`src/rtl/assert_macros.svh`:
```
// ----------------------------------------------------------------------------
// Assertion macros
// Shared concurrent assertion wrappers for the solver RTL.
// ----------------------------------------------------------------------------
`ifndef ASSERT_MACROS_SVH
`define ASSERT_MACROS_SVH

// Checked on every clock edge outside reset.
`define KEA_ASSERT(name, prop, msg) \
  name: assert property (@(posedge clk_i) disable iff (!rst_ni) (prop)) \
    else $error(msg);

// Checked on every clock edge, reset included.
`define KEA_ASSERT_ALWAYS(name, prop, msg) \
  name: assert property (@(posedge clk_i) (prop)) \
    else $error(msg);

`endif

```
`src/rtl/kea_pkg.sv`:
```
// ----------------------------------------------------------------------------
// kea_pkg
// Shared widths, constants, types and elaboration-time table builders.
// ----------------------------------------------------------------------------
package kea_pkg;

  localparam int DefAngleWidth   = 32;
  localparam int DefCordicStages = 30;

  localparam int MeanW    = 31;
  localparam int EccW     = 32;
  localparam int EaW      = 32;
  localparam int StepW    = 6;
  localparam int ThrW     = 21;
  localparam int CfgIdxW  = 1;
  localparam int CfgDataW = 21;

  localparam logic [ThrW-1:0]  ThrReset   = 21'd1;
  localparam logic [StepW-1:0] LimitReset = 6'd30;

  // pi and CORDIC gain with 60 fraction bits
  localparam logic [63:0] PiQ60   = 64'h3243F6A8885A308D;
  localparam logic [63:0] GainQ60 = 64'd700114967507363238;

  typedef enum logic [CfgIdxW-1:0] {
    REG_THRESHOLD  = 1'b0,
    REG_ITER_LIMIT = 1'b1
  } kea_reg_e;

  typedef struct packed {
    logic load;
    logic reduce;
    logic rotate;
    logic sine;
    logic mult;
    logic update;
    logic check;
    logic finish;
  } kea_cmd_t;

  typedef struct packed {
    logic rot_last;
    logic conv;
    logic lim_hit;
  } kea_sts_t;

  // floor(2^k / d), restoring long division (elaboration only)
  function automatic logic [63:0] pow2_div(input int k, input int d);
    logic [63:0] num;
    logic [63:0] quo;
    logic [63:0] rem;
    num = 64'd1 << k;
    quo = '0;
    rem = '0;
    for (int b = 63; b >= 0; b--) begin
      rem = {rem[62:0], num[b]};
      if (rem >= 64'(d)) begin
        rem    = rem - 64'(d);
        quo[b] = 1'b1;
      end
    end
    return quo;
  endfunction

  // atan(2^-i) in Q60 by truncated series
  function automatic logic [63:0] atan_q60(input int i);
    logic [63:0] acc;
    logic        neg;
    acc = '0;
    neg = 1'b0;
    if (i == 0) begin
      acc = PiQ60 >> 2;
    end else begin
      for (int n = 1; i * n < 60; n += 2) begin
        if (neg) acc = acc - pow2_div(60 - i * n, n);
        else     acc = acc + pow2_div(60 - i * n, n);
        neg = ~neg;
      end
    end
    return acc;
  endfunction

  // Q60 positive value to frac bits, round half up
  function automatic logic [63:0] q60_to_frac(input logic [63:0] v, input int frac);
    int sh;
    sh = 60 - frac;
    return (v + (64'd1 << (sh - 1))) >> sh;
  endfunction

endpackage

```
`src/rtl/kea_ctrl.sv`:
```
// ----------------------------------------------------------------------------
// kea_ctrl
// Sequencer: per iteration reduce, CORDIC rotations, sine, multiply, update, check.
// ----------------------------------------------------------------------------
module kea_ctrl (
  input  logic             clk_i,
  input  logic             rst_ni,
  input  logic             start_i,
  input  kea_pkg::kea_sts_t sts_i,
  output logic             busy_o,
  output kea_pkg::kea_cmd_t cmd_o
);
  import kea_pkg::*;

  typedef enum logic [6:0] {
    S_IDLE   = 7'b0000001,
    S_REDUCE = 7'b0000010,
    S_ROT    = 7'b0000100,
    S_SIN    = 7'b0001000,
    S_MUL    = 7'b0010000,
    S_UPD    = 7'b0100000,
    S_CHK    = 7'b1000000
  } state_e;

  state_e state_q, state_d;
  logic   stop;

  assign stop = sts_i.conv | sts_i.lim_hit;

  always_comb begin
    state_d = state_q;
    unique case (state_q)
      S_IDLE:   if (start_i) state_d = S_REDUCE;
      S_REDUCE: state_d = S_ROT;
      S_ROT:    if (sts_i.rot_last) state_d = S_SIN;
      S_SIN:    state_d = S_MUL;
      S_MUL:    state_d = S_UPD;
      S_UPD:    state_d = S_CHK;
      S_CHK:    state_d = stop ? S_IDLE : S_REDUCE;
      default:  state_d = S_IDLE;
    endcase
  end

  always_ff @(posedge clk_i or negedge rst_ni) begin
    if (!rst_ni) begin
      state_q <= S_IDLE;
    end else begin
      state_q <= state_d;
    end
  end

  always_comb begin
    cmd_o        = '0;
    cmd_o.load   = (state_q == S_IDLE) && start_i;
    cmd_o.reduce = (state_q == S_REDUCE);
    cmd_o.rotate = (state_q == S_ROT);
    cmd_o.sine   = (state_q == S_SIN);
    cmd_o.mult   = (state_q == S_MUL);
    cmd_o.update = (state_q == S_UPD);
    cmd_o.check  = (state_q == S_CHK);
    cmd_o.finish = (state_q == S_CHK) && stop;
  end

  assign busy_o = (state_q != S_IDLE);

`include "assert_macros.svh"

  `KEA_ASSERT(a_sin_after_last_rot, (state_q == S_SIN) |-> $past(sts_i.rot_last), "sine before last rotation")
  `KEA_ASSERT(a_busy_fall_on_finish, $fell(busy_o) |-> $past(cmd_o.finish), "busy dropped without finish")
  `KEA_ASSERT(a_start_taken, (start_i && state_q == S_IDLE) |=> (state_q == S_REDUCE), "request lost")

endmodule

```
`src/rtl/kea_datapath.sv`:
```
// ----------------------------------------------------------------------------
// kea_datapath
// Angle reduction, iterative CORDIC sine, e*sin multiply, update and check.
// ----------------------------------------------------------------------------
module kea_datapath #(
  parameter int ANGLE_WIDTH   = kea_pkg::DefAngleWidth,
  parameter int CORDIC_STAGES = kea_pkg::DefCordicStages
) (
  input  logic                               clk_i,
  input  logic                               rst_ni,
  input  kea_pkg::kea_cmd_t                  cmd_i,
  output kea_pkg::kea_sts_t                  sts_o,
  input  logic                               cfg_we_i,
  input  logic [kea_pkg::CfgIdxW-1:0]        cfg_idx_i,
  input  logic [kea_pkg::CfgDataW-1:0]       cfg_data_i,
  input  logic signed [kea_pkg::MeanW-1:0]   mean_anomaly_i,
  input  logic [kea_pkg::EccW-1:0]           eccentricity_i,
  output logic                               done_o,
  output logic signed [kea_pkg::EaW-1:0]     eccentric_anomaly_o,
  output logic [kea_pkg::StepW-1:0]          iterations_used_o,
  output logic                               converged_o
);
  import kea_pkg::*;

  localparam int AW    = ANGLE_WIDTH;
  localparam int FRAC  = AW - 4;
  localparam int W2    = AW + 2;
  localparam int IterW = $clog2(CORDIC_STAGES);
  localparam int SinW  = 31;
  localparam int ProdW = 64;

  // angle entry shifts (Q28 -> FRAC)
  localparam int ZUP  = (FRAC >= 28) ? FRAC - 28 : 0;
  localparam int ZDN  = (FRAC < 28) ? 28 - FRAC : 0;
  localparam int ZRSH = (ZDN > 0) ? ZDN - 1 : 0;
  // sine exit shifts (FRAC -> Q28)
  localparam int SDN  = (FRAC > 28) ? FRAC - 28 : 0;
  localparam int SRSH = (SDN > 0) ? SDN - 1 : 0;
  localparam int SUP  = (FRAC < 28) ? 28 - FRAC : 0;

  localparam logic signed [32:0] ZRnd = (ZDN > 0) ? (33'sd1 <<< ZRSH) : 33'sd0;
  localparam logic signed [AW:0] SRnd = (SDN > 0) ? ((AW+1)'(1) <<< SRSH) : '0;

  localparam logic signed [W2-1:0] PiC    = W2'(q60_to_frac(PiQ60, FRAC));
  localparam logic signed [W2-1:0] HalfC  = PiC >>> 1;
  localparam logic signed [W2-1:0] TwoPiC = PiC <<< 1;
  localparam logic signed [AW-1:0] GainC  = AW'(q60_to_frac(GainQ60, FRAC));

  typedef logic signed [AW-1:0] atan_tbl_t [CORDIC_STAGES];

  function automatic atan_tbl_t build_atan();
    atan_tbl_t t;
    for (int i = 0; i < CORDIC_STAGES; i++) begin
      t[i] = AW'(q60_to_frac(atan_q60(i), FRAC));
    end
    return t;
  endfunction

  localparam atan_tbl_t AtanTbl = build_atan();

  // control registers
  logic [ThrW-1:0]   thr_q;
  logic [StepW-1:0]  lim_q;
  logic [StepW-1:0]  steps_q;
  logic [IterW-1:0]  iter_q;
  logic              valid_q;

  // payload registers
  logic signed [MeanW-1:0] m_q;
  logic [EccW-1:0]         ecc_q;
  logic signed [EaW-1:0]   e_cur_q, e_new_q, e_new_d;
  logic signed [AW-1:0]    x_q, y_q, z_q, x_d, y_d, z_d;
  logic signed [SinW-1:0]  sin_q, sin_d;
  logic signed [ProdW-1:0] prod_q, prod_d;
  logic signed [EaW-1:0]   res_e_q;
  logic [StepW-1:0]        res_it_q;
  logic                    res_conv_q;

  // combinational
  logic signed [32:0]      e_ext, z_dn;
  logic signed [W2-1:0]    z0, z1, z2, z3;
  logic signed [AW-1:0]    dx, dy, atan_v;
  logic signed [AW:0]      y_rnd;
  logic signed [ProdW-1:0] prod_rnd;
  logic signed [33:0]      e_sum;
  logic signed [32:0]      diff;
  logic [32:0]             mag;
  logic [StepW-1:0]        lim_eff;
  logic [StepW:0]          step_nx;
  logic                    conv, lim_hit;

  // angle reduction into -pi/2..pi/2
  always_comb begin
    e_ext = 33'(e_cur_q);
    z_dn  = (e_ext + ZRnd) >>> ZDN;
    if (FRAC >= 28) z0 = W2'(e_cur_q) <<< ZUP;
    else            z0 = W2'(z_dn);
    z1 = (z0 > PiC) ? z0 - TwoPiC : z0;
    z2 = (z1 < -PiC) ? z1 + TwoPiC : z1;
    if (z2 > HalfC)       z3 = PiC - z2;
    else if (z2 < -HalfC) z3 = -PiC - z2;
    else                  z3 = z2;
  end

  // one CORDIC micro-rotation per cycle
  always_comb begin
    dx     = y_q >>> iter_q;
    dy     = x_q >>> iter_q;
    atan_v = AtanTbl[iter_q];
    if (!z_q[AW-1]) begin
      x_d = x_q - dx;
      y_d = y_q + dy;
      z_d = z_q - atan_v;
    end else begin
      x_d = x_q + dx;
      y_d = y_q - dy;
      z_d = z_q + atan_v;
    end
  end

  // sine to Q1.28, product, update
  always_comb begin
    y_rnd = ((AW+1)'(y_q) + SRnd) >>> SDN;
    if (FRAC >= 28) sin_d = SinW'(y_rnd);
    else            sin_d = SinW'(y_q) <<< SUP;
    prod_d   = signed'({1'b0, ecc_q}) * sin_q;
    prod_rnd = (prod_q + 64'sd2147483648) >>> 32;
    e_sum    = 34'(m_q) + signed'(prod_rnd[33:0]);
    e_new_d  = e_sum[EaW-1:0];
  end

  // convergence and limit status
  always_comb begin
    diff    = 33'(e_new_q) - 33'(e_cur_q);
    mag     = diff[32] ? 33'(-diff) : 33'(diff);
    conv    = (mag < 33'(thr_q));
    lim_eff = (lim_q == '0) ? StepW'(1) : lim_q;
    step_nx = {1'b0, steps_q} + (StepW+1)'(1);
    lim_hit = (step_nx >= {1'b0, lim_eff});
  end

  assign sts_o.rot_last = (iter_q == IterW'(CORDIC_STAGES - 1));
  assign sts_o.conv     = conv;
  assign sts_o.lim_hit  = lim_hit;

  always_ff @(posedge clk_i or negedge rst_ni) begin
    if (!rst_ni) begin
      thr_q   <= ThrReset;
      lim_q   <= LimitReset;
      steps_q <= '0;
      iter_q  <= '0;
      valid_q <= 1'b0;
    end else begin
      valid_q <= cmd_i.finish;
      if (cfg_we_i) begin
        unique case (kea_reg_e'(cfg_idx_i))
          REG_THRESHOLD:  thr_q <= cfg_data_i[ThrW-1:0];
          REG_ITER_LIMIT: lim_q <= cfg_data_i[StepW-1:0];
          default: ;
        endcase
      end
      if (cmd_i.load)   steps_q <= '0;
      if (cmd_i.check)  steps_q <= step_nx[StepW-1:0];
      if (cmd_i.reduce) iter_q  <= '0;
      if (cmd_i.rotate) iter_q  <= IterW'(iter_q + 1'b1);
    end
  end

  always_ff @(posedge clk_i) begin
    if (cmd_i.load) begin
      m_q     <= mean_anomaly_i;
      ecc_q   <= eccentricity_i;
      e_cur_q <= EaW'(mean_anomaly_i);
    end
    if (cmd_i.reduce) begin
      z_q <= AW'(z3);
      x_q <= GainC;
      y_q <= '0;
    end
    if (cmd_i.rotate) begin
      x_q <= x_d;
      y_q <= y_d;
      z_q <= z_d;
    end
    if (cmd_i.sine)   sin_q   <= sin_d;
    if (cmd_i.mult)   prod_q  <= prod_d;
    if (cmd_i.update) e_new_q <= e_new_d;
    if (cmd_i.check)  e_cur_q <= e_new_q;
    if (cmd_i.finish) begin
      res_e_q    <= e_new_q;
      res_it_q   <= step_nx[StepW-1:0];
      res_conv_q <= conv;
    end
  end

  assign done_o              = valid_q;
  assign eccentric_anomaly_o = res_e_q;
  assign iterations_used_o   = res_it_q;
  assign converged_o         = res_conv_q;

`include "assert_macros.svh"

  `KEA_ASSERT(a_done_one_cycle, valid_q |=> !valid_q, "done held longer than one cycle")
  `KEA_ASSERT_ALWAYS(a_steps_nonzero, valid_q |-> (res_it_q != '0), "result with zero iterations")
  `KEA_ASSERT(a_mult_after_sine, cmd_i.mult |-> $past(cmd_i.sine), "multiply without fresh sine")

endmodule

```
`src/rtl/kepler_eccentric_anomaly_solver_core.sv`:
```
// ----------------------------------------------------------------------------
// kepler_eccentric_anomaly_solver_core
// Kepler equation solver: E = M + e*sin(E) by fixed-point iteration.
// ----------------------------------------------------------------------------
// Usage:
//   Request: drive mean_anomaly_i (Q3.28) and eccentricity_i (Q0.32) with
//   start high; the request is taken at a rising edge where busy is low.
//   Result: done_o pulses for exactly one cycle with eccentric_anomaly_o
//   (Q4.28), iterations_used_o and converged_o. The receiver cannot stall;
//   the result registers hold until the next result.
//   Each iteration runs angle reduction, then the CORDIC_STAGES rotations of
//   the shared one-rotation-per-cycle CORDIC unit, then sine rounding, the
//   e*sin multiply, the update add and the change check. done_o rises at the
//   same edge at which busy drops, and a new request is taken only while busy
//   is low, so the core does not accept a request before its last result.
//   Iteration stops when |change| < convergence threshold (converged_o = 1)
//   or at the iteration limit (converged_o = 0); a limit of zero acts as one.
//   Config: cfg_we_i/cfg_idx_i/cfg_data_i write threshold (index 0) or
//   iteration limit (index 1) with no wait; write only while idle.
//   Reset: asynchronous, active low; returns to idle, threshold 1, limit 30.
// ----------------------------------------------------------------------------
module kepler_eccentric_anomaly_solver_core #(
  parameter int ANGLE_WIDTH   = kea_pkg::DefAngleWidth,
  parameter int CORDIC_STAGES = kea_pkg::DefCordicStages
) (
  input  logic                             clk_i,
  input  logic                             rst_ni,
  // request channel
  input  logic                             start,
  output logic                             busy,
  input  logic signed [kea_pkg::MeanW-1:0] mean_anomaly_i,
  input  logic [kea_pkg::EccW-1:0]         eccentricity_i,
  // result channel
  output logic                             done_o,
  output logic signed [kea_pkg::EaW-1:0]   eccentric_anomaly_o,
  output logic [kea_pkg::StepW-1:0]        iterations_used_o,
  output logic                             converged_o,
  // configuration write port
  input  logic                             cfg_we_i,
  input  logic [kea_pkg::CfgIdxW-1:0]      cfg_idx_i,
  input  logic [kea_pkg::CfgDataW-1:0]     cfg_data_i
);
  import kea_pkg::*;

  // controller drives the command strobes; datapath reports status back
  kea_cmd_t cmd;
  kea_sts_t sts;

  kea_ctrl u_ctrl (
    .clk_i   (clk_i),
    .rst_ni  (rst_ni),
    .start_i (start),
    .sts_i   (sts),
    .busy_o  (busy),
    .cmd_o   (cmd)
  );

  // reduction, CORDIC, multiply and update registers; also holds the
  // configuration registers and the output result registers
  kea_datapath #(
    .ANGLE_WIDTH   (ANGLE_WIDTH),
    .CORDIC_STAGES (CORDIC_STAGES)
  ) u_datapath (
    .clk_i               (clk_i),
    .rst_ni              (rst_ni),
    .cmd_i               (cmd),
    .sts_o               (sts),
    .cfg_we_i            (cfg_we_i),
    .cfg_idx_i           (cfg_idx_i),
    .cfg_data_i          (cfg_data_i),
    .mean_anomaly_i      (mean_anomaly_i),
    .eccentricity_i      (eccentricity_i),
    .done_o              (done_o),
    .eccentric_anomaly_o (eccentric_anomaly_o),
    .iterations_used_o   (iterations_used_o),
    .converged_o         (converged_o)
  );

endmodule

```
`config.mk`:
```
export PLATFORM = sky130hd
export DESIGN_NAME = kepler_eccentric_anomaly_solver_core
export DESIGN_NICKNAME = d
export VERILOG_FILES = /design/src/rtl/kea_pkg.sv /design/src/rtl/kea_ctrl.sv /design/src/rtl/kea_datapath.sv /design/src/rtl/kepler_eccentric_anomaly_solver_core.sv
export VERILOG_INCLUDE_DIRS = /design/src /design/src/rtl
export SDC_FILE = /design/constraint.sdc
export NUM_CORES = 2
export LEC_CHECK = 0
export BUFFER_PORTS_ARGS = -buffer_cell sky130_fd_sc_hd__buf_4
export CAP_MARGIN = 20
export CORE_UTILIZATION = 27
export DETAILED_ROUTE_END_ITERATION = 12
export PLACE_DENSITY = 0.41
export RECOVER_POWER = 100
export SYNTH_ARGS = -nofsm -noshare
export SYNTH_HDL_FRONTEND = slang
export SYNTH_SLANG_ARGS = --single-unit
export TNS_END_PERCENT = 50
```
`constraint.sdc`:
```
create_clock -name clk_i -period 22.6 [get_ports clk_i]
set_clock_uncertainty 0.15 [all_clocks]
set_input_delay 5.65 -clock clk_i [delete_from_list [all_inputs] [get_ports clk_i]]
set_output_delay 5.65 -clock clk_i [all_outputs]
set_load 0.05 [all_outputs]
```
---- Yosys cells after proc, flatten, opt, wreduce, memory -nomap -nowiden ----
Memory sizes are Yosys's and may differ from the RTL's.
Cells that the tools add are included.
storage, ports and cells
  output and inout bits ................... 41
  bits of input ports ..................... 89
  logic and storage cells ................. 94
  memory bits (read-only) ................. 1,024
  memories kept ........................... 1
  flip-flop bits (word level) ............. 403
memories
  name              depth  width  rd ports  clocked after memory_dff  write ports  RTL line             source
  (name not given)  32     32     1         0                         0            kea_datapath.sv:109  atan_v = AtanTbl[iter_q];
operators by class
  reduce and logical (&&, ||, !) cells .... 8
  eq/ne operators ......................... 11
  shift-type cells ........................ 2
  mux-type cells .......................... 27
  add/subtract/negate cells ............... 16
  order comparisons ....................... 7
  bitwise operators ....................... 3
  multipliers ............................. 1
operator list
  cell                                                                               count
  32-bit two-way mux                                                                 15
  32-bit adder                                                                       3
  32-bit subtractor                                                                  3
  34-bit two-way mux                                                                 2
  64-bit by 33-bit adder with 64-bit output, second input constant                   1
  33-bit by 31-bit multiplier with 64-bit output                                     1
  32-bit by 5-bit >>> shifter with 32-bit output                                     2
  31-bit by 32-bit subtractor with 32-bit output, first input constant               2
  7-bit case mux with 7 select lines                                                 1
  34-bit by 32-bit adder with 34-bit output, second input constant                   1
  34-bit by 30-bit greater-than comparator with 1-bit output, second input constant  1
  34-bit by 30-bit < comparator with 1-bit output, second input constant             1
  34-bit by 31-bit < comparator with 1-bit output, second input constant             1
  33-bit by 21-bit < comparator with 1-bit output                                    1
  33-bit two-way mux                                                                 1
  33-bit negator                                                                     1
  32-bit by 32-bit subtractor with 33-bit output                                     1
  32-bit by 32-bit subtractor with 33-bit output, second input constant              1
  31-bit by 32-bit adder with 32-bit output                                          1
  32-bit by 31-bit greater-than comparator with 1-bit output, second input constant  1
  6-bit two-way mux                                                                  3
  7-bit two-way mux                                                                  2
  5-bit two-way mux                                                                  2
  6-bit by 1-bit adder with 7-bit output, second input constant                      1
  22 further kinds                                                                   26

---- Logic depth before layout (Yosys ltp) ----
  depth after elaboration ................. 9
  gate-level depth with buffers ........... 37
  depth with buffers taken out ............ 36

---- Cells and area by module ----
Synthesis repeated with hierarchy kept, for this count alone.
unflattened totals
  cell total of the unflattened synthesis .. 7,067
  area, all modules ....................... 63,644.8 um^2
modules (own cells, without submodules)
  module        instances  sequential area each (um^2)  cells each  area an instance (um^2)
  kea_datapath  1          10,771.6                     7,025       63,191.9
  kea_ctrl      1          176.4                        42          452.9

---- Worst setup path before layout ----
No wires, ideal clock.
  kind .................................... register to register
  start point ............................. register u_datapath.sin_q[7]
  end point ............................... register u_datapath.prod_q[63] (data pin)
  cell stages (with the launch flop) ...... 33
  setup time .............................. 260 ps
  period minus slack after synthesis ...... 8,835 ps
  buffers on the path ..................... 1
  data required time ...................... 22,190 ps
  arrival time ............................ 8,426 ps
  setup slack ............................. 13,765 ps
  path through ............................ edfxtp_1 > clkbuf_1 > nand2_1 > fa_1 > fa_1 > fa_1 > fa_1 > inv_1 > fa_1 > fa_1 > fa_1 > inv_1 > fa_1 > inv_1 > ha_1 > a21o_1 > a21o_1 > a21oi_1 > o211ai_1 > o21ai_0 > nand4_1 > a41o_1 > a311oi_1 > o21ai_0 > a211oi_1 > o41ai_1 > a41oi_1 > nor2b_1 > o21a_1 > o21a_1 > o21a_1 > nor2_1 > xnor2_1
on the way
  cells in the longest elaborated chain, start to end .. 1
RTL lines
  element                                         RTL line             source
  start: declaration                              kea_datapath.sv:73   logic signed [SinW-1:0] sin_q, sin_d;
  start signal: assignment                        kea_datapath.sv:185  if (cmd_i.sine) sin_q <= sin_d;
  33-bit by 31-bit multiplier with 64-bit output  kea_datapath.sv:126  prod_d = signed'({1'b0, ecc_q}) * sin_q;
  named net u_datapath.prod_d[63]                 kea_datapath.sv:74   logic signed [ProdW-1:0] prod_q, prod_d;
  end signal: assignment                          kea_datapath.sv:186  if (cmd_i.mult) prod_q <= prod_d;
  end: declaration                                kea_datapath.sv:74
The timed path passes the listed nets, and every way through them passes these cells.
A chain may end at the register's enable or synchronous reset.

---- Final worst setup path ----
  start point ............................. register u_datapath.ecc_q[11]
  end point ............................... register u_datapath.prod_q[63] (data pin)
on the way
  cells in the longest elaborated chain, start to end .. 1
RTL lines
  element                                         RTL line             source
  start: declaration                              kea_datapath.sv:70   logic [EccW-1:0] ecc_q;
  start signal: assignment                        kea_datapath.sv:172  ecc_q <= eccentricity_i;
  33-bit by 31-bit multiplier with 64-bit output  kea_datapath.sv:126
  named net u_datapath.prod_d[63]                 kea_datapath.sv:74
The timed path passes the listed nets, and every way through them passes these cells.

==> metrics.txt <==
largest family of logic cells by synthesized area=adder cells; longest individual stage delay on the worst path=1.15 ns; IO Pins=130; final clock period utilization by the worst path=52.3%; count of filler cells inserted in the layout=between 20k and 25k; most used cells in the layout excluding fill and tap cells=1012 x sky130_fd_sc_hd__nand2_1, 1009 x sky130_fd_sc_hd__inv_1, 871 x sky130_fd_sc_hd__fa_1; total global routing overflow=0; Reg clk slew, reported paths=0.06 ns; Final #Nets=8344; fraction of the core area covered by cells at the end of the flow=29.6%; count of pins over their slew limit=560; detail-routed via count per cell=4.84; warnings from Yosys=0; cell area after placement=0.0667 mm2; CP max stage cell=sky130_fd_sc_hd__clkbuf_1; data required time of the worst path=around 23 ns; number of vias in the routed layout=48.2k; violated checks=capacitance limit, slew limit; HP Class=reg2reg; synthesized-area fraction occupied by ao, oa, aoi and oai cells=10.3%; max-cap viol count=16; Synth Flop Type=sky130_fd_sc_hd__edfxtp_1; Hold-fix buffers, CTS=0; TritonCTS Buffers=52; distinct cell type count of the synthesized netlist=between 100 and 150; crit path launch type=flip-flop; CTS sink count=372; core region area=between 0.2 and 0.25 mm2; basic-gate share of the synthesized area counting and, or, nand and nor cells=18.1%; measured slew at the worst slew-check pin=approximately 3.6 ns; clock latency reported for the late side of the worst-skew pair=0.72 ns; maximum clock rate=about 0.085 GHz; Die Y-Extent=483 um; first drt pass iteration count=5; WP data arrival=12.09 ns; async set-reset flop share out of synthesis=12.4%; root cell of the clock tree=sky130_fd_sc_hd__clkbuf_16; Post-DP HPWL=around 160000 um; total non-filler cell area in the finished layout=0.0680 mm2; RSZ-0062 raised after global routing=no; category of the most critical setup path=reg2reg; post-synthesis cell count=between 6k and 7k; wire length per cell=around 21 um; CTS H-tree lvls=2; most common cell after layout, fill and taps aside=sky130_fd_sc_hd__nand2_1; mux cell area share after synthesis=2.58%; normalized max-slew margin=-142%; clock tree from TritonCTS=yes; count of buffers inserted at the top-level ports=approximately 130; share of final-layout standard cells stronger than drive strength 1=4.80%; Resized Gates After CTS=0; cell type with the highest occurrence count on the critical path=sky130_fd_sc_hd__fa_1; final total negative setup slack=0 ns; routability congestion estimate from global placement=0.852; post-synthesis instance area=0.0624 mm2; Synth Register Bits=372; crit path time final=11.83 ns; via count of the first global-routing pass=50.2k; CP endpoint kind=flip-flop; number of post-CTS setup repair buffers=0; number of antenna violations at the first check in global routing=13; Remaining DRCs=0; width of the die=approximately 480 um; sequential area share after synthesis=17.5%; buffers from clock root to sink, at most=3; hold violation total from the final report=0; wire length after detailed routing=205000 um; run status=finished, violations left; arithmetic-cell share of the synthesized area counting full adders, half adders and majority gates=37.7%; layout overhead on the synthesized area=8.86%; starting density of the core=27.2%; average cell area after synthesis=8.97 um2; pin count of the biggest net entering global routing=75; wire length of the first global-routing pass=316000 um; residual antenna-violating net count after detailed routing=0; final count of negative-setup-slack endpoints=0; synthesized net count=around 8.4k; Critical Path Fanout Max=19; die outline area=0.233 mm2; Row Count=176; global-route usage over all layers=17.7%; number of enable-type register cells in the synthesized netlist=326; number of DRC markers after the initial detailed-route iteration=2811; post-synthesis xor/xnor area fraction=5.52%
worst paths after layout:
path                                        from                                 to  slack [ns]  cells past startpoint
max                         u_datapath.ecc_q[11]              u_datapath.prod_q[63]       10.77                     32
min reg2reg                u_datapath.e_new_q[0]  u_datapath.eccentric_anomaly_o[0]        0.32                      0
min in group asynchronous                 rst_ni                u_datapath.thr_q[5]        5.73                      1
max in group asynchronous                 rst_ni               u_datapath.iter_q[1]       14.48                      1
min                        u_datapath.e_new_q[0]  u_datapath.eccentric_anomaly_o[0]        0.32                      0
max reg2reg                 u_datapath.ecc_q[11]              u_datapath.prod_q[63]       10.77                     32
layout make-up:
type / instances / area (um2) / area share, %
flip-flops and latches: 372 / 11000 / 16.1
clock buffers: 61 / 1360 / 1.99
repair buffers: 226 / 1340 / 1.98
inverters: 1014 / 3810 / 5.60
well taps: 3026 / 3790 / 5.57
diodes: 6 / 15.0 / 0.0221
multi-input cells: 5230 / 46300 / 68.2
clock inverters: 36 / 379 / 0.558
synthesized netlist by cell type (62+ instances only):
library cell                  n  area, um2
sky130_fd_sc_hd__inv_1     1012       3800
sky130_fd_sc_hd__nand2_1   1012       3800
sky130_fd_sc_hd__fa_1       871      17400
sky130_fd_sc_hd__ha_1       488       6110
sky130_fd_sc_hd__and2_1     457       2860
sky130_fd_sc_hd__nor2_1     357       1340
sky130_fd_sc_hd__edfxtp_1   326       9790
sky130_fd_sc_hd__clkbuf_1   295       1110
sky130_fd_sc_hd__xnor2_1    277       2430
sky130_fd_sc_hd__a21oi_1    264       1320
sky130_fd_sc_hd__o21ai_0    218       1090
sky130_fd_sc_hd__nor3_1     119        596
sky130_fd_sc_hd__xor2_1     113        990
sky130_fd_sc_hd__nand3_1    106        531
sky130_fd_sc_hd__a21o_1      70        526
sky130_fd_sc_hd__nor2b_1     65        407
sky130_fd_sc_hd__o21a_1      62        465
state kept, by name, indices dropped and copies added (netlist names), 21 cells and up:
name and cells:
u_datapath.prod_q 33, u_datapath.e_cur_q 32, u_datapath.e_new_q 32, u_datapath.ecc_q 32
u_datapath.eccentric_anomaly_o 32, u_datapath.x_q 32, u_datapath.y_q 32, u_datapath.z_q 32
u_datapath.m_q 31, u_datapath.sin_q 31, u_datapath.thr_q 21
cell families after synthesis:
group                      after synthesis
xor gates and xnor gates               392
adders and majority gates             1359
and+or+nand+nor                       2372
AOI/OAI and AO/OA                      992
buffers and inverters                 1359
muxes                                  115
DFF                                    372
metal layers:
metal | GRT usage (%) | routed length (um)
met1 | 24.4 | 95300
met2 | 30.2 | 99100
met3 | 1.47 | 7160
met4 | 3.41 | 3690
met5 | 0 | 0
through the flow:
stage	hold WS [ns]	instances	setup WS (ns)
floorplan	0.276	6961	13.76
global placement	0.300	9868	11.63
detailed placement	0.306	9868	11.47
CTS	0.323	9965	11.43
global route	0.339	9969	10.02
finish	0.318	9971	10.77
worst max-delay path, delay by kind of cell (launching register included):
family	cells	cell delay, ns
AOI/OAI and AO/OA	13	3.63
xor gates and xnor gates	1	0.11
adders and majority gates	9	4.47
buffers and inverters	5	1.52
DFF	1	0.82
and+or+nand+nor	4	0.84
Power is not shown: default switching activity piles up to over one toggle a cycle in this logic, so the estimate is an artifact.
